==> config.mk <==
export PLATFORM = sky130hd
export DESIGN_NAME = ioscl_front
export DESIGN_NICKNAME = d
export VERILOG_FILES = /design/src/hw/rtl/ioscl_pkg.sv /design/src/hw/rtl/ioscl_front.sv
export SDC_FILE = /design/constraint.sdc
export NUM_CORES = 2
export LEC_CHECK = 0
export BUFFER_PORTS_ARGS = -buffer_cell sky130_fd_sc_hd__buf_2
export CORE_MARGIN = 2
export CORE_UTILIZATION = 53
export DETAILED_ROUTE_END_ITERATION = 12
export HOLD_SLACK_MARGIN = 0.05
export PLACE_DENSITY = 0.77
export RECOVER_POWER = 50
export SLEW_MARGIN = 20
export SYNTH_ARGS = -nofsm -noshare
export SYNTH_HDL_FRONTEND = slang
export SYNTH_SLANG_ARGS = --single-unit
==> constraint.sdc <==
create_clock -name clock -period 12.3 [get_ports clock]
set_clock_uncertainty 0.15 [all_clocks]
set_input_delay 1.23 -clock clock [delete_from_list [all_inputs] [get_ports clock]]
set_output_delay 1.23 -clock clock [all_outputs]
set_load 0.01 [all_outputs]
==> src/hw/rtl/ioscl_pkg.sv <==
// Shared types, constants and the window clamp for the channel scale/clamp block.
package ioscl_pkg;

   localparam int QUO_BITS = 32;
   localparam int REG_IDX_W = 2;
   localparam logic [31:0] SAT_MAX_S32 = 32'h7FFF_FFFF;
   localparam logic [31:0] SAT_MIN_S32 = 32'h8000_0000;

   typedef enum logic [REG_IDX_W-1:0] {
      REG_SCALE      = 2'd0,
      REG_OFFSET     = 2'd1,
      REG_LIMIT_LOW  = 2'd2,
      REG_LIMIT_HIGH = 2'd3
   } reg_idx_type;

   typedef struct packed {
      logic signed [31:0] scale;
      logic signed [47:0] offset;
      logic signed [31:0] limit_low;
      logic signed [31:0] limit_high;
   } cfg_type;

   typedef struct packed {
      logic        valid;
      logic        func;
      logic        clamped;
      logic        sat;
      logic        ovf;
      logic        neg;
      logic [31:0] value;
      logic [31:0] rem;
      logic [31:0] quo;
   } cell_type;

   typedef struct packed {
      logic        clamped;
      logic [31:0] value;
   } win_type;

   function automatic win_type clamp_window(input logic signed [31:0] v,
                                            input logic signed [31:0] lo,
                                            input logic signed [31:0] hi);
      win_type w;
      w.clamped = 1'b0;
      w.value   = v;
      if (lo <= hi) begin
         if (v < lo) begin
            w.clamped = 1'b1;
            w.value   = lo;
         end else if (v > hi) begin
            w.clamped = 1'b1;
            w.value   = hi;
         end
      end
      return w;
   endfunction

endpackage

==> src/hw/rtl/ioscl_front.sv <==
// Front stages: multiply or window and subtract, bias add or magnitude, truncate and saturate or seed, window.
module ioscl_front #(
   parameter int FRAC_BITS = 16
) (
   input  logic                clock,
   input  logic                reset,
   input  logic                en,
   input  ioscl_pkg::cfg_type  cfg,
   input  logic [31:0]         dmag,
   input  logic                in_valid,
   input  logic                in_func,
   input  logic signed [31:0]  in_value,
   output ioscl_pkg::cell_type out_ff
);
   import ioscl_pkg::*;

   localparam int NW = ((31 + FRAC_BITS > 47) ? 31 + FRAC_BITS : 47) + 2;
   localparam logic [63:0] LOW_MASK = (64'd1 << FRAC_BITS) - 64'd1;

   win_type            win_a;
   logic signed [NW-1:0] n_a;
   logic signed [63:0] prod_a;

   logic               a_valid_ff, a_valid_in;
   logic               a_func_ff, a_func_in;
   logic               a_clamped_ff, a_clamped_in;
   logic [31:0]        a_eng_ff, a_eng_in;
   logic signed [63:0] a_acc_ff, a_acc_in;

   logic               b_valid_ff;
   logic               b_func_ff;
   logic               b_clamped_ff;
   logic [31:0]        b_eng_ff;
   logic               b_neg_ff, b_neg_in;
   logic signed [63:0] b_acc_ff, b_acc_in;

   logic signed [63:0] q_c;
   logic               q_sat_c;
   cell_type           c_ff, c_in;

   win_type            win_d;
   cell_type           out_in;

   // raw times gain, or window then scaled engineering value less bias
   always_comb begin
      win_a        = clamp_window(in_value, cfg.limit_low, cfg.limit_high);
      prod_a       = in_value * cfg.scale;
      n_a          = (NW'(signed'(win_a.value)) <<< FRAC_BITS) - NW'(cfg.offset);
      a_valid_in   = in_valid;
      a_func_in    = in_func;
      a_clamped_in = in_func & win_a.clamped;
      a_eng_in     = win_a.value;
      a_acc_in     = in_func ? 64'(n_a) : prod_a;
   end

   // add bias, or take magnitude and quotient sign
   always_comb begin
      b_neg_in = a_acc_ff[63] ^ cfg.scale[31];
      if (a_func_ff) begin
         b_acc_in = a_acc_ff[63] ? -a_acc_ff : a_acc_ff;
      end else begin
         b_acc_in = a_acc_ff + 64'(cfg.offset);
      end
   end

   // truncate toward zero and saturate, or seed the divider
   always_comb begin
      q_c     = (b_acc_ff >>> FRAC_BITS)
              + signed'(64'(b_acc_ff[63] && ((b_acc_ff & LOW_MASK) != 64'd0)));
      q_sat_c = !((&q_c[63:31]) || !(|q_c[63:31]));
      c_in.valid   = b_valid_ff;
      c_in.func    = b_func_ff;
      c_in.clamped = b_clamped_ff;
      c_in.neg     = b_neg_ff;
      if (b_func_ff) begin
         c_in.value = b_eng_ff;
         c_in.sat   = 1'b0;
         c_in.ovf   = b_acc_ff[63:32] >= dmag;
         c_in.rem   = b_acc_ff[63:32];
         c_in.quo   = b_acc_ff[31:0];
      end else begin
         c_in.value = q_sat_c ? (q_c[63] ? SAT_MIN_S32 : SAT_MAX_S32) : q_c[31:0];
         c_in.sat   = q_sat_c;
         c_in.ovf   = 1'b0;
         c_in.rem   = '0;
         c_in.quo   = '0;
      end
   end

   // window the engineering result of input-direction items
   always_comb begin
      win_d  = clamp_window(signed'(c_ff.value), cfg.limit_low, cfg.limit_high);
      out_in = c_ff;
      if (!c_ff.func) begin
         out_in.value   = win_d.value;
         out_in.clamped = win_d.clamped;
      end
   end

   always_ff @(posedge clock) begin
      if (reset) begin
         a_valid_ff   <= 1'b0;
         b_valid_ff   <= 1'b0;
         c_ff.valid   <= 1'b0;
         out_ff.valid <= 1'b0;
      end else if (en) begin
         a_valid_ff <= a_valid_in;
         b_valid_ff <= a_valid_ff;
         c_ff       <= c_in;
         out_ff     <= out_in;
      end
   end

   always_ff @(posedge clock) begin
      if (en) begin
         a_func_ff    <= a_func_in;
         a_clamped_ff <= a_clamped_in;
         a_eng_ff     <= a_eng_in;
         a_acc_ff     <= a_acc_in;
         b_func_ff    <= a_func_ff;
         b_clamped_ff <= a_clamped_ff;
         b_eng_ff     <= a_eng_ff;
         b_neg_ff     <= b_neg_in;
         b_acc_ff     <= b_acc_in;
      end
   end

endmodule

Yosys cells after proc, flatten, opt, wreduce, memory -nomap -nowiden
Cells that the tools add are included.
{ "word_totals": {"register_bits": 403, "n_memories": 0, "ram_bits": 0, "latch_bits": 0, "elab_cells": 65, "rom_bits": 0} }
{ "classes": {"n_addsub": 4, "magnitude_cmp": 6, "eq_ne": 0, "mul": 1, "shift": 0, "n_mux": 14, "n_bitwise": 3, "div": 0, "reduce_logical": 8} }
{ "op_table": {"columns": ["op", "n"], "rows": [
  ["2-to-1 mux 33 bit", 6],
  ["2-to-1 mux 64 bit", 3],
  ["2-to-1 mux 32 bit", 3],
  ["2-to-1 mux 96 bit", 1],
  ["adder 64 x 48 -> 64 bit", 1],
  ["> comparator 32 bit", 2],
  ["less-than comparator 32 bit", 2],
  ["multiplier 32 x 32 -> 64 bit", 1],
  ["negation 64 bit", 1],
  ["nonzero test 64 bit", 1],
  ["adder 48 x 2 -> 49 bit", 1],
  ["subtractor 48 x 48 -> 49 bit", 1],
  ["AND reduction 33 bit", 1],
  ["OR reduction 33 bit", 1],
  [">= comparator 32 bit", 1],
  ["<= comparator 32 bit", 1],
  ["logical NOT 1 bit", 2],
  ["AND reduction 2 bit", 1],
  ["AND 1 bit", 1],
  ["logical AND 1 bit", 1],
  ["logical OR 1 bit", 1],
  ["2-to-1 mux 1 bit", 1],
  ["NOT 1 bit", 1],
  ["bitwise XOR 1 bit", 1]
]} }

Depth between registers and ports, before layout
{ "depth": {"depth_word": 8, "ltp_mapped": 29, "mapped_depth_nobuf": 27} }

Worst setup path before layout
No wires, ideal clock.
{ "synth_timing": {"kind": "in2reg", "startpoint": "in en", "endpoint": "reg c_ff[0] (netlist bit) (enable)", "t_arrival_ns": 10.369, "path_slack_ns": 0.986, "n_path_buf": 1, "cell_stages": 2, "setup_time_ns": 0.795, "cell_sequence": "clkbuf_1 > nor2b_1"} }
{ "synth_via": {"elab_chain_cells": 1} }
{ "synth_rtl": {"columns": ["element", "line", "text"], "rows": [
  ["start: declaration", "ioscl_front.sv:7", "input logic en,"],
  ["AND reduction 2 bit (no line)", null, null],
  ["end signal: assignment", "ioscl_front.sv:109", "c_ff <= c_in;"],
  ["end: declaration", "ioscl_front.sv:39", "cell_type c_ff, c_in;"]
]} }
Every way passes these cells.
A chain may end at the register's enable or synchronous reset.

Final worst setup path
{ "layout_timing": {"startpoint": "in cfg[143] (netlist bit)", "endpoint": "reg a_acc_ff[58] (data pin)"} }
{ "layout_via": {"elab_chain_cells": 2} }
{ "layout_rtl": {"columns": ["element", "line", "text"], "rows": [
  ["start: declaration", "ioscl_front.sv:8", "input ioscl_pkg::cfg_type cfg,"],
  ["multiplier 32 x 32 -> 64 bit", "ioscl_front.sv:47", "prod_a = in_value * cfg.scale;"],
  ["2-to-1 mux 64 bit", "ioscl_front.sv:53", "a_acc_in = in_func ? 64'(n_a) : prod_a;"],
  ["net a_acc_in[58]", "ioscl_front.sv:28", "logic signed [63:0] a_acc_ff, a_acc_in;"],
  ["end signal: assignment", "ioscl_front.sv:119", "a_acc_ff <= a_acc_in;"],
  ["end: declaration", "ioscl_front.sv:28", null]
]} }
The timed path passes the listed nets, and every way through them passes these cells.

==> impl_metrics.json <==
{
  "drt_iter0_drc": 4388,
  "synth_xor_area_frac": 0.0369,
  "reg2regPathDepth": 16,
  "dp_hpwl_um": 150000,
  "path_class": "input pin to register",
  "synthSimpleGateAreaFrac": 0.148,
  "async_flop_share": 0,
  "grt_use_total": 0.306,
  "synth_flop_cell": "edfxtp_1",
  "cp.arrival_ns": 9.63,
  "ys_seq_area_frac": 0.188,
  "cpPeakStageDelay_ns": 0.91,
  "synth_edf_count": 399,
  "timing.rr.start": "b_acc_ff[63]",
  "synth_cell_types": 91,
  "netlist_instances": 6581,
  "cts.htree.levels": 2,
  "fmax_ghz": 0.105,
  "grt_start_max_net_pins": 117,
  "synth.area.top_cells": "fa_1 34%, edfxtp_1 19%, ha_1 9.2%, inv_1 6.7%, and2_1 5.7%",
  "path_max_fanout": 10,
  "endpoint_kind": "register",
  "cts_sinks": 403,
  "coreArea_mm2": 0.120,
  "cts_tree": "yes",
  "overflow": 0,
  "die_y_um": 352,
  "r2r_slack_ns": 6.19,
  "cts_buffers": 42,
  "path_delay_family": "adder cells",
  "syn_avg_cell_area_um2": 9.73,
  "die_w_um": 352,
  "synthMuxAreaShare": 0.0144,
  "cp-startpoint": "cfg[143]",
  "yosysWarnings": 0,
  "final-hold-violation-count": 0,
  "viasPerCell": 5.89,
  "holdCritStartpoint": "c_ff[53]",
  "yosys.area.top_type": "fa_1",
  "finalMaxSlewViolations": 530,
  "synth_compound_area_frac": 0.0957,
  "start_util": 0.534,
  "grt_setup_unrepaired": "false",
  "period_share": 0.775,
  "grt_antenna_before_repair": 19,
  "outcome": "finished, violations left",
  "failed_checks": "max-capacitance violations, max-slew violations",
  "cts.clk_slew.worst_paths_ns": 0.07,
  "drt_pass1_iterations": 7,
  "min_path_type": "register to register",
  "timing.rr.end": "c_ff[76]",
  "synth_top_family_by_area": "adder cells",
  "required_ns": 12.39,
  "clk_latency_ns": 0.61,
  "cpMaxStageDelayCell": "clkbuf_1",
  "path_common_cell": "fa_1",
  "row_count": 127,
  "min_to": "out_ff[53]",
  "syn2layout_area_growth_pct": 6.18,
  "setup_viol": 0,
  "io_pins": 315,
  "ant_nets": 0,
  "min_path_cells": 0,
  "critPathBufInv": 2,
  "path_cells": "clkbuf_1, nand2_1, fa_1, fa_1, inv_1, fa_1, fa_1, fa_1, fa_1, fa_1, fa_1, ha_1, a21oi_1, o21bai_1, a21o_1, and3_1, or4_1, a41oi_1, o31ai_1, a211oi_1, o21ai_0, xnor2_1, o21ai_0",
  "synthTopCellsByCount": "1144 x inv_1, 1083 x fa_1, 717 x nand2_1",
  "die_area_mm2": 0.124,
  "ys_ff_latch": 403,
  "final.min_clock_period_ns": 9.53,
  "grt_pass1_wl_um": 289000,
  "ctsHoldBuffers": 0,
  "synth_area_mm2": 0.0640,
  "synth_fa_ha_area_frac": 0.431,
  "portBuffers": 314,
  "tns_ns": 0,
  "drt_wl_total_um": 187000,
  "synth.most_common_cell": "inv_1",
  "grt_pass1_vias": 50635,
  "postCtsSetupBuffers": 0,
  "drc": 0,
  "syn-num-nets": 8350,
  "layout-drive-gt1-share": 0.0607,
  "wire_per_inst_um": 22.5,
  "place.gp.congestion": 0.979,
  "clockBufferDepth": 3,
  "vias": 48981,
  "nets": 8427,
  "yosysTopAreaCellShare": 0.339,
  "tightest_slew_ns": 4.83,
  "startpoint_type": "input pin",
  "max-cap-violations": 7,
  "root_buffer": "clkbuf_16",
  "slew_headroom": -2.22,
  "cts_resized": 0
}
-- layer usage --
metal	track usage	routed length [µm]	up-vias	part of all wire
met5	0	80	-	0.00043
met4	0.165	11600	12	0.062
met3	0.0477	16600	568	0.089
met2	0.508	89400	2516	0.48
met1	0.387	69600	24525	0.37
li1	-	-	21360	-
-- cell families after synthesis --
logic type / Yosys count
AND/OR/NAND/NOR: 1865
flip-flops: 403
buffers and inverters: 1456
XOR/XNOR: 270
adder cells (fa/ha/maj): 1556
multiplexers: 87
AO/OA/AOI/OAI: 944
-- registers in the layout, summed over array words and instances, names as in the netlist --
| signal | count |
|---|---|
| a_func_ff | 1 |
| a_eng_ff | 32 |
| b_acc_ff | 64 |
| b_valid_ff | 1 |
| b_func_ff | 1 |
| a_clamped_ff | 1 |
| out_ff | 102 |
| b_clamped_ff | 1 |
| a_valid_ff | 1 |
| c_ff | 102 |
| b_neg_ff | 1 |
| b_eng_ff | 32 |
| a_acc_ff | 64 |
-- stage by stage --
step | instance area (µm²) | utilization | hold slack, ns | setup WS (ns) | instances
floorplan | 64000 | - | 0.250 | 0.986 | 6581
global placement | 66700 | 0.557 | 0.250 | 2.48 | 8226
detailed placement | 66700 | 0.557 | 0.255 | 2.24 | 8226
CTS | 68100 | 0.568 | 0.260 | 2.90 | 8301
global route | 67900 | 0.567 | 0.267 | 1.99 | 8306
finish | 68000 | 0.567 | 0.265 | 2.77 | 8319
-- placed cells by master, fill, tap and decap left out, types with 10 or more instances in the layout --
cell | netlist | routed
fa_1 | 1083 | 1083
o21a_1 | 27 | 27
buf_2 | 2 | 234
or3_1 | 26 | 26
and3_1 | 27 | 27
a31oi_1 | 21 | 21
mux2i_1 | 44 | 44
diode_2 | 0 | 18
nor3_1 | 51 | 51
nand3_1 | 58 | 58
inv_1 | 1144 | 1144
a221oi_1 | 39 | 39
o21bai_1 | 31 | 31
o211ai_1 | 14 | 14
clkbuf_16 | 0 | 43
a211oi_1 | 27 | 27
xnor2_1 | 176 | 176
a21oi_1 | 225 | 224
clkbuf_1 | 298 | 90
a21o_1 | 142 | 142
nand2b_1 | 37 | 37
o31ai_1 | 30 | 30
o22ai_1 | 35 | 35
ha_1 | 473 | 473
buf_4 | 1 | 24
nor4_1 | 19 | 19
and2_0 | 0 | 36
nor2b_1 | 30 | 29
xor2_1 | 94 | 94
and2_1 | 587 | 551
mux2_2 | 43 | 43
nand4_1 | 77 | 77
edfxtp_1 | 399 | 399
a2bb2oi_1 | 34 | 34
nand2_1 | 717 | 716
o21ai_0 | 232 | 232
o41ai_1 | 10 | 10
and4_1 | 15 | 15
nor2_1 | 176 | 176
-- cell type report --
| cell class | count | area (µm²) |
|---|---|---|
| clock inverter | 26 | 244 |
| timing repair buffer | 344 | 1670 |
| multi-input combinational | 4722 | 46500 |
| inverter | 1145 | 4300 |
| antenna | 18 | 45.0 |
| clock buffer | 49 | 1120 |
| sequential | 403 | 12100 |
| fill | 10504 | 51800 |
| tap | 1612 | 2020 |
-- worst max-delay path by stage --
stage / end / cells after the start / slack (ns)
after floorplan: c_ff[0] / 2 / 0.99
after global placement: a_acc_ff[58] / 25 / 2.48
after detailed placement: a_acc_ff[58] / 25 / 2.24
after CTS: a_acc_ff[58] / 25 / 2.90
after global routing: a_acc_ff[58] / 25 / 1.99
final: a_acc_ff[58] / 23 / 2.77
Power is left out: the tool's default activity adds up to more than one toggle a clock period on the data nets, which glitch-free logic cannot reach.
