## config.mk

```make
export PLATFORM = sky130hd
export DESIGN_NAME = ioscl_div_cell
export DESIGN_NICKNAME = d
export VERILOG_FILES = /design/src/hw/rtl/ioscl_pkg.sv /design/src/hw/rtl/ioscl_div_cell.sv
export SDC_FILE = /design/constraint.sdc
export NUM_CORES = 1
export LEC_CHECK = 0
export BUFFER_PORTS_ARGS = -buffer_cell sky130_fd_sc_hd__buf_2
export CAP_MARGIN = 10
export CORE_MARGIN = 1
export CORE_UTILIZATION = 45
export CTS_CLUSTER_SIZE = 25
export DETAILED_ROUTE_END_ITERATION = 8
export PLACE_DENSITY_LB_ADDON = 0.2
export SYNTH_ARGS = -nofsm -noshare
export SYNTH_HDL_FRONTEND = slang
export SYNTH_SLANG_ARGS = --single-unit
```

## constraint.sdc

```tcl
create_clock -name clock -period 5.75 [get_ports clock]
set_input_delay 0.2875 -clock clock [delete_from_list [all_inputs] [get_ports clock]]
set_output_delay 0.2875 -clock clock [all_outputs]
set_load 0.02 [all_outputs]
```

## src/hw/rtl/ioscl_pkg.sv

```systemverilog
// Shared types, constants and the window clamp for the channel scale/clamp block.
package ioscl_pkg;

   localparam int QUO_BITS = 32;
   localparam int REG_IDX_W = 2;
   localparam logic [31:0] SAT_MAX_S32 = 32'h7FFF_FFFF;
   localparam logic [31:0] SAT_MIN_S32 = 32'h8000_0000;

   typedef enum logic [REG_IDX_W-1:0] {
      REG_SCALE      = 2'd0,
      REG_OFFSET     = 2'd1,
      REG_LIMIT_LOW  = 2'd2,
      REG_LIMIT_HIGH = 2'd3
   } reg_idx_type;

   typedef struct packed {
      logic signed [31:0] scale;
      logic signed [47:0] offset;
      logic signed [31:0] limit_low;
      logic signed [31:0] limit_high;
   } cfg_type;

   typedef struct packed {
      logic        valid;
      logic        func;
      logic        clamped;
      logic        sat;
      logic        ovf;
      logic        neg;
      logic [31:0] value;
      logic [31:0] rem;
      logic [31:0] quo;
   } cell_type;

   typedef struct packed {
      logic        clamped;
      logic [31:0] value;
   } win_type;

   function automatic win_type clamp_window(input logic signed [31:0] v,
                                            input logic signed [31:0] lo,
                                            input logic signed [31:0] hi);
      win_type w;
      w.clamped = 1'b0;
      w.value   = v;
      if (lo <= hi) begin
         if (v < lo) begin
            w.clamped = 1'b1;
            w.value   = lo;
         end else if (v > hi) begin
            w.clamped = 1'b1;
            w.value   = hi;
         end
      end
      return w;
   endfunction

endpackage

```

## src/hw/rtl/ioscl_div_cell.sv

```systemverilog
// One restoring-division cell: develops one quotient bit and hands the item on.
module ioscl_div_cell (
   input  logic                clock,
   input  logic                reset,
   input  logic                en,
   input  logic [31:0]         dmag,
   input  ioscl_pkg::cell_type up_cell,
   output ioscl_pkg::cell_type cell_ff
);
   import ioscl_pkg::*;

   logic [32:0] trial;
   logic        ge;
   cell_type    cell_in;

   always_comb begin
      trial        = {up_cell.rem, up_cell.quo[31]};
      ge           = trial >= {1'b0, dmag};
      cell_in      = up_cell;
      cell_in.rem  = ge ? 32'(trial - {1'b0, dmag}) : trial[31:0];
      cell_in.quo  = {up_cell.quo[30:0], ge};
   end

   always_ff @(posedge clock) begin
      if (reset) begin
         cell_ff.valid <= 1'b0;
      end else if (en) begin
         cell_ff <= cell_in;
      end
   end

endmodule

```

; ---- Word-level counts from Yosys, hierarchy flattened
; Index checks and enable logic that the tools add are counted.
[totals]
register_bits = 102
latchBits = 0
ram_bits = 0
rom_bits = 0
input_bits = 137
elab_cells = 14
mem_count = 0
[op_classes]
n_addsub = 1
n_mul = 0
div = 0
magnitude_cmp = 1
eq_ne = 0
shift = 0
mux = 1
bitwise = 1
n_reduce_logical = 1
[ops]
columns = cell, count
row1 = 33-bit by 32-bit >= comparator with 1-bit output, 1
row2 = 32-bit 2-to-1 mux, 1
row3 = 32-bit subtractor, 1
row4 = 2-bit AND reduction, 1
row5 = 1-bit inverter, 1

; ---- Depth between registers and ports, before layout
; Gate-level depths: netlist (run 1).
[logic_depth]
word_depth = 2
mapped_depth = 13

; ---- Worst setup path after synthesis (run 1)
; No wires, ideal clock.
[synth_timing]
path_type = input to register
start = input port reset
end = register cell_ff[0] in the netlist's numbering (enable)
setup_time_ns = 0.575
arrival_ns = 4.779
required_time_ns = 5.175
slack_ns = 0.396
stages = 1
path_cell_list = nor2b_1
[synth_via]
elab_chain_len = 2
[synth_lines]
columns = element, line
row1 = start: declaration, ioscl_div_cell.sv:4  ; input logic reset,
row2 = 1-bit inverter (no line), --
row3 = 2-bit AND reduction (no line), --
row4 = end signal: assignment, ioscl_div_cell.sv:28  ; cell_ff <= cell_in;
row5 = end: declaration, ioscl_div_cell.sv:8  ; output ioscl_pkg::cell_type cell_ff
; No other way between the ends.
; A chain may end at the register's enable or synchronous reset.

==> impl_metrics.py, run 1 <==
metrics = {
    "logic_synthesis": {
        "yosysTopAreaCell": "edfxtp_1",
        "synth.area.top_cells": "edfxtp_1, ha_1, a21oi_1, inv_1, xnor2_1",
        "async_flop_share_pct": 0,
        "syn_area_um2": 5280,
        "avgSynthCellArea_um2": 11.8,
        "postSynthCellCount": 448,
        "synth_top_area_share_pct": 57.4,
        "ys_warn_count": 0,
        "synth_edf_count": 101,
        "synth-seq-area-share_pct": 57.8,
        "synth_cell_types": 48,
        "synth.net_count": 618,
        "synth.ff_latch_count": 102,
        "synthFlopType": "edfxtp_1",
    },
    "global_routing": {
        "grt_busiest_layer": "met2",
        "grt_max_degree": 58,
        "use_met3_pct": 4.12,
        "grt_pass1_wl_um": 19200,
        "antenna_found_initial": 1,
        "track_usage_pct": 21.2,
        "use_met2_pct": 38.2,
        "grt_pass1_vias": 3908,
        "gr-usage-met1_pct": 24.5,
        "overflow": 0,
    },
    "cells_and_area": {
        "area_growth_pct": 30.5,
        "final_nets": 854,
        "top_register": "cell_ff",
        "reg_top3": "cell_ff: 102 flops",
        "multi_input_area_um2": 2010,
        "regArea_um2": 3050,
        "num_antenna_cells": 0,
        "drive_above_1_share_pct": 39.2,
        "final_area_um2": 6890,
        "largest_reg_flops": 102,
        "n_fill_cell": 993,
    },
    "critical_path": {
        "reg2reg_depth": 2,
        "critPathMaxFanout": 4,
        "critical_path.most_common_cell": "a21oi_1",
        "crit_slowest_cell": "fa_1",
        "cp_data_required_time_ns": 5.84,
        "cp_num_cells": 13,
        "cp.arrival_ns": 3.24,
        "cp_num_buf_inv": 2,
        "worstPathCellList": "buf_2, inv_1, ha_1, fa_1, nand2b_1, a21oi_1, o21ai_0, o311a_1, a31oi_1, a21oi_1, o41ai_1, xor2_1, mux2_1",
        "critPathLaunchType": "input port",
        "path_delay_family": "compound AO/OA/AOI/OAI gates",
        "crit_path_max_incr_delay_ns": 0.40,
        "end_kind": "flip-flop",
        "path_class": "in -> reg",
    },
    "drt": {
        "dr.pass1.iters": 4,
        "vias": 4298,
        "drtAntennaViolNets": 0,
        "drt-wirelength-per-cell_um": 16.0,
        "finalWirelength_um": 13300,
        "drcViolationCount": 0,
        "viasPerCell": 5.17,
        "drt_iter0_drc": 216,
    },
    "cts": {
        "worstSkewPairLatency_ns": 0.34,
        "postCtsSetupRepairBufs": 0,
        "cts-htree-levels": 3,
        "clock_sinks": 102,
        "path_clk_slew_ns": 0.08,
        "hold_buffers": 0,
        "root_buffer": "clkbuf_16",
        "tritoncts": "built",
        "clk_path_buf_depth": 2,
        "cts_made_buffers": 9,
        "post_cts_resized": 0,
    },
    "power": {
        "power.total_mw": 1.96,
        "leakage_nw": 3.12,
        "irDropWorstVdd_mv": 0.140,
        "power_density_nw_per_um2": 285,
    },
    "timing": {
        "relSlewSlack_pct": 54.1,
        "timing.final.ws_setup_ns": 2.59,
        "setup_viol": 0,
        "fin_worst_skew_ns": 0,
        "drv_slew": 0,
        "max_freq_mhz": 317,
        "post-route-min-period_ns": 3.16,
        "worst_pin_slew_ns": 0.689,
        "tns_ns": 0,
        "rsz0062_at_grt": "no",
        "fin_crit_sh_pct": 54.9,
        "hold_violations": 0,
    },
    "placement": {
        "pre_cts_ws_ns": 2.27,
        "gp_congestion": 0.923,
        "numPortBuffers": 238,
        "hpwl_um": 10400,
        "place_area_um2": 6600,
    },
    "floorplan": {
        "io_pins": 239,
        "die_h_um": 110,
        "die_area_um2": 12200,
        "start_util_pct": 46.2,
        "dieWidth_um": 110,
        "coreArea_um2": 11400,
        "num_rows": 39,
    },
    "worst_hold_path": {
        "hold_depth": 1,
        "hold_class": "in -> reg",
    },
    "job": {
        "max_cap_viol_count": 0,
    },
    "status": {
        "status": "finished clean",
    },
}
cells by family after synthesis:
logic type | Yosys count | synth area share (%)
XOR/XNOR | 27 | 4.48
adder cells (fa/ha/maj) | 33 | 7.96
multiplexers | 13 | 2.70
buffers and inverters | 55 | 4.34
AND/OR/NAND/NOR | 100 | 8.77
flip-flops | 102 | 57.8
AO/OA/AOI/OAI | 118 | 13.9
power by group:
part           internal, mW  total (mW)  switching [mW]
registers             0.894       0.907          0.0138
clock network         0.304       0.595           0.291
logic                 0.184       0.462           0.277
path summary, 6_finish.rpt:
kind | from | end | slack [ns]
worst min register to register | cell_ff[101]$_SDFFE_PP0P_ | cell_ff[101]$_SDFFE_PP0P_ | 0.50
worst min-delay path | up_cell[96] | cell_ff[96]$_DFFE_PP_ | 0.12
worst max register to register | cell_ff[101]$_SDFFE_PP0P_ | cell_ff[101]$_SDFFE_PP0P_ | 5.16
worst max-delay path | up_cell[31] | cell_ff[62]$_DFFE_PP_ | 2.59
synthesized netlist by cell type, drive strengths merged, types with 2 or more instances:
library cell    n
mux2i           3
o31ai           2
nand3           8
edfxtp        101
o22ai           2
a2bb2oi         2
o21ai          17
o41ai           2
ha             32
nand4           7
xnor2          16
o21bai          3
xor2           11
nor3            2
o21a            6
nand2b          4
nor4            4
nor2b           3
and4            2
clkbuf          6
o211ai          4
a21o           12
a31oi           5
mux2           10
inv            38
a21oi          54
nor2           37
buf            11
a211oi          4
nand2          27
a211o           2
per-layer routing:
layer | up-vias | share of wire [%]
met4 | 2 | 1.5
met3 | 17 | 6.9
met5 | - | 0.13
met1 | 1988 | 40
met2 | 171 | 51
li1 | 2120 | -
worst reg2reg max path, delay by kind of cell (launching register included):
kind             cells  cell delay [ns]
flip-flops           1             0.31
multiplexers         1             0.12
AND/OR/NAND/NOR      1             0.05
cell type report:
cell class	count	share of cell area, %
Timing Repair Buffer	242	17.7
Clock buffer	9	3.27
Inverter	38	2.07
Sequential cell	102	44.3
Tap cell	143	2.60
Clock inverter	7	0.962
Multi-Input combinational cell	291	29.1
cell usage in the layout (no fill, tap or decap), types with 2 or more instances in the layout:
cell       count
buf_2        238
edfxtp_1     101
a21oi_1       54
inv_1         38
nor2_1        37
ha_1          32
nand2_1       27
o21ai_0       16
xnor2_1       16
a21o_1        12
xor2_1        11
clkbuf_16      9
nand3_1        8
nand4_1        7
o21a_1         6
mux2_2         6
a31oi_1        5
o211ai_1       4
nor4_1         4
nand2b_1       4
mux2_1         4
buf_4          4
o21bai_1       3
a211oi_1       3
mux2i_1        3
o22ai_1        2
nor2b_1        2
nor3_1         2
and4_1         2
a211o_1        2
a2bb2oi_1      2
o41ai_1        2
inv_6          2
through the flow:
step | hold WS, ns | instances | util [%]
floorplan | 0.360 | 448 | -
global placement | 0.464 | 816 | 57.8
detailed placement | 0.466 | 816 | 57.8
CTS | 0.104 | 832 | 60.4
global route | 0.0999 | 832 | 60.4
finish | 0.116 | 832 | 60.4
Power figures use the tool's default switching activity.
==> inputs of run 2 (changes only) <==
--- a/config.mk
+++ b/config.mk
@@ -8,7 +8,7 @@
 export BUFFER_PORTS_ARGS = -buffer_cell sky130_fd_sc_hd__buf_2
 export CAP_MARGIN = 10
 export CORE_MARGIN = 1
-export CORE_UTILIZATION = 45
+export CORE_UTILIZATION = 43
 export CTS_CLUSTER_SIZE = 25
 export DETAILED_ROUTE_END_ITERATION = 8
 export PLACE_DENSITY_LB_ADDON = 0.2
==> constraint.sdc (replaced) <==
create_clock -name clock -period 2.5 [get_ports clock]
set_input_delay 0.125 -clock clock [delete_from_list [all_inputs] [get_ports clock]]
set_output_delay 0.125 -clock clock [all_outputs]
set_load 0.02 [all_outputs]
==> run 2 against run 1 <==
Against the previous run: utilization is 10 points higher; critical path type unchanged; sequential cell count stayed put; first-iteration DRC count is 56% higher.
==> impl_metrics.py, run 2 (synthesized netlist as in run 1, its figures left out) <==
metrics = {
    "timing": {
        "worst_pin_slew_ns": 0.475,
        "rsz0062_at_grt": "yes",
        "tns_ns": 0,
        "relSlewSlack_pct": 68.3,
        "hold_violations": 0,
        "max_freq_mhz": 400,
        "fin_worst_skew_ns": 0,
        "fin_crit_sh_pct": 100,
        "drv_slew": 0,
        "post-route-min-period_ns": 2.50,
        "setup_viol": 0,
    },
    "drt": {
        "routed.top_layer": "met4",
        "finalWirelength_um": 16200,
        "drcViolationCount": 0,
        "met3WireLength_um": 1110,
        "dr_wl_met2_um": 8610,
        "drt-wirelength-per-cell_um": 16.6,
        "viasPerCell": 5.06,
        "drtAntennaViolNets": 0,
        "vias": 4943,
        "drt_iter0_drc": 338,
        "dr.pass1.iters": 5,
        "wl_met1_um": 5910,
    },
    "global_routing": {
        "track_usage_pct": 25.3,
        "grt_max_degree": 92,
        "antenna_found_initial": 1,
        "grt_pass1_vias": 4963,
        "grt_pass1_wl_um": 24700,
        "overflow": 0,
    },
    "cells_and_area": {
        "layout_commonest_cell": "buf_2",
        "area_growth_pct": 60.3,
        "reg_top3": "cell_ff: 102 flops",
        "top_register": "cell_ff",
        "drive_above_1_share_pct": 43.9,
        "final_area_um2": 8460,
        "n_fill_cell": 867,
        "final_nets": 994,
        "largest_reg_flops": 102,
        "final_core_util_pct": 70.5,
        "layout_common_cells": "buf_2, edfxtp_1, buf_4",
    },
    "cts": {
        "clk_path_buf_depth": 2,
        "path_clk_slew_ns": 0.08,
        "tritoncts": "built",
        "root_buffer": "clkbuf_16",
        "clock_sinks": 102,
        "cts_made_buffers": 9,
        "worstSkewPairLatency_ns": 0.35,
        "cts-htree-levels": 3,
    },
    "placement": {
        "hpwl_um": 11300,
        "gp_congestion": 0.890,
        "place_area_um2": 7210,
        "numPortBuffers": 238,
    },
    "critical_path": {
        "ff2ff_setup_slack_ns": 1.82,
        "cp_data_required_time_ns": 2.60,
        "end_kind": "flip-flop",
        "worstPathCellList": "buf_4, inv_12, ha_4, nand4_1, or4_4, a21oi_4, nor3_4, a211oi_2, o21ai_2, o31ai_4, buf_6, clkbuf_16, mux2_4",
        "path_class": "in -> reg",
        "crit_path_max_incr_delay_ns": 0.56,
        "cp.arrival_ns": 2.60,
        "critPathMaxFanout": 6,
        "reg2reg_depth": 2,
        "critPathLaunchType": "input port",
        "crit_slowest_cell": "or4_4",
    },
    "floorplan": {
        "start_util_pct": 44.0,
        "die_area_um2": 12700,
        "dieWidth_um": 113,
        "coreArea_um2": 12000,
        "die_h_um": 113,
        "io_pins": 239,
        "num_rows": 40,
    },
    "power": {
        "leakage_nw": 3.84,
        "irDropWorstVdd_mv": 0.351,
        "power_density_nw_per_um2": 596,
    },
    "worst_hold_path": {
        "hold_depth": 3,
        "hold_class": "in -> reg",
    },
    "status": {
        "status": "finished clean",
    },
    "job": {
        "max_cap_viol_count": 0,
    },
}
[run 2: cell count changes in the layout (fill, tap and decap cells not counted), sizes merged]
| cell | change |
|---|---|
| buf | +70 |
| bufinv | +2 |
| clkbuf | +2 |
| clkinv | -2 |
| diode | +1 |
| dlygate4sd3 | +69 |
| inv | -1 |
[run 2: final timing paths]
| path | from | endpoint |
|---|---|---|
| min reg2reg | cell_ff[101]$_SDFFE_PP0P_ | cell_ff[101]$_SDFFE_PP0P_ |
| min | up_cell[101] | cell_ff[101]$_SDFFE_PP0P_ |
| max reg2reg | cell_ff[101]$_SDFFE_PP0P_ | cell_ff[101]$_SDFFE_PP0P_ |
| max | dmag[7] | cell_ff[62]$_DFFE_PP_ |
[run 2: worst max-delay path, delay by kind of cell]
family / cells / cell delay, ns
compound gates: 4 / 0.72
fa+ha+maj: 1 / 0.25
buf+inv: 4 / 0.46
mux: 1 / 0.29
simple gates: 3 / 0.78
[run 2: where the power goes]
group | internal [mW] | switching (mW) | leakage, nW | total (mW)
clock network | 0.891 | 0.665 | 0.157 | 1.56
registers | 2.06 | 0.0357 | 0.959 | 2.09
logic | 0.668 | 0.733 | 2.72 | 1.40
total | 3.61 | 1.43 | 3.84 | 5.05
[run 2: through the flow]
step	total power, mW	hold slack, ns	setup WS (ns)	cells
finish	5.05	0.0692	0.000483	977
global route	5.25	0.0753	-0.0887	977
CTS	5.01	0.0250	-0.00596	968
detailed placement	3.36	0.303	-0.421	879
global placement	3.34	0.302	-0.338	879
floorplan	2.88	0.197	-0.233	448
[run 2: repair_timing]
action                     CTS  global route
hold endpoints to repair    69             0
pin swaps                    0             1
setup endpoints to repair   11            26
buffers inserted             4             8
resized for setup            9            25
hold buffers                69             0
gates cloned                 0             1
[run 2: cell type report]
type / instances / area, um^2 / area share (%)
inverters: 38 / 158 / 1.86
multi-input cells: 291 / 2190 / 25.9
clock buffers: 10 / 229 / 2.71
flip-flops and latches: 102 / 3050 / 36.1
repair buffers: 382 / 2550 / 30.1
clock inverters: 6 / 95.1 / 1.12
diodes: 1 / 2.50 / 0.0296
well taps: 147 / 184 / 2.17
[run 2: per-layer routing]
| layer | global-route usage, % | up-vias |
|---|---|---|
| li1 | - | 2398 |
| met1 | 27.6 | 2289 |
| met2 | 47.2 | 216 |
| met3 | 4.77 | 40 |
| met4 | 11.9 | 0 |
| met5 | 0 | - |
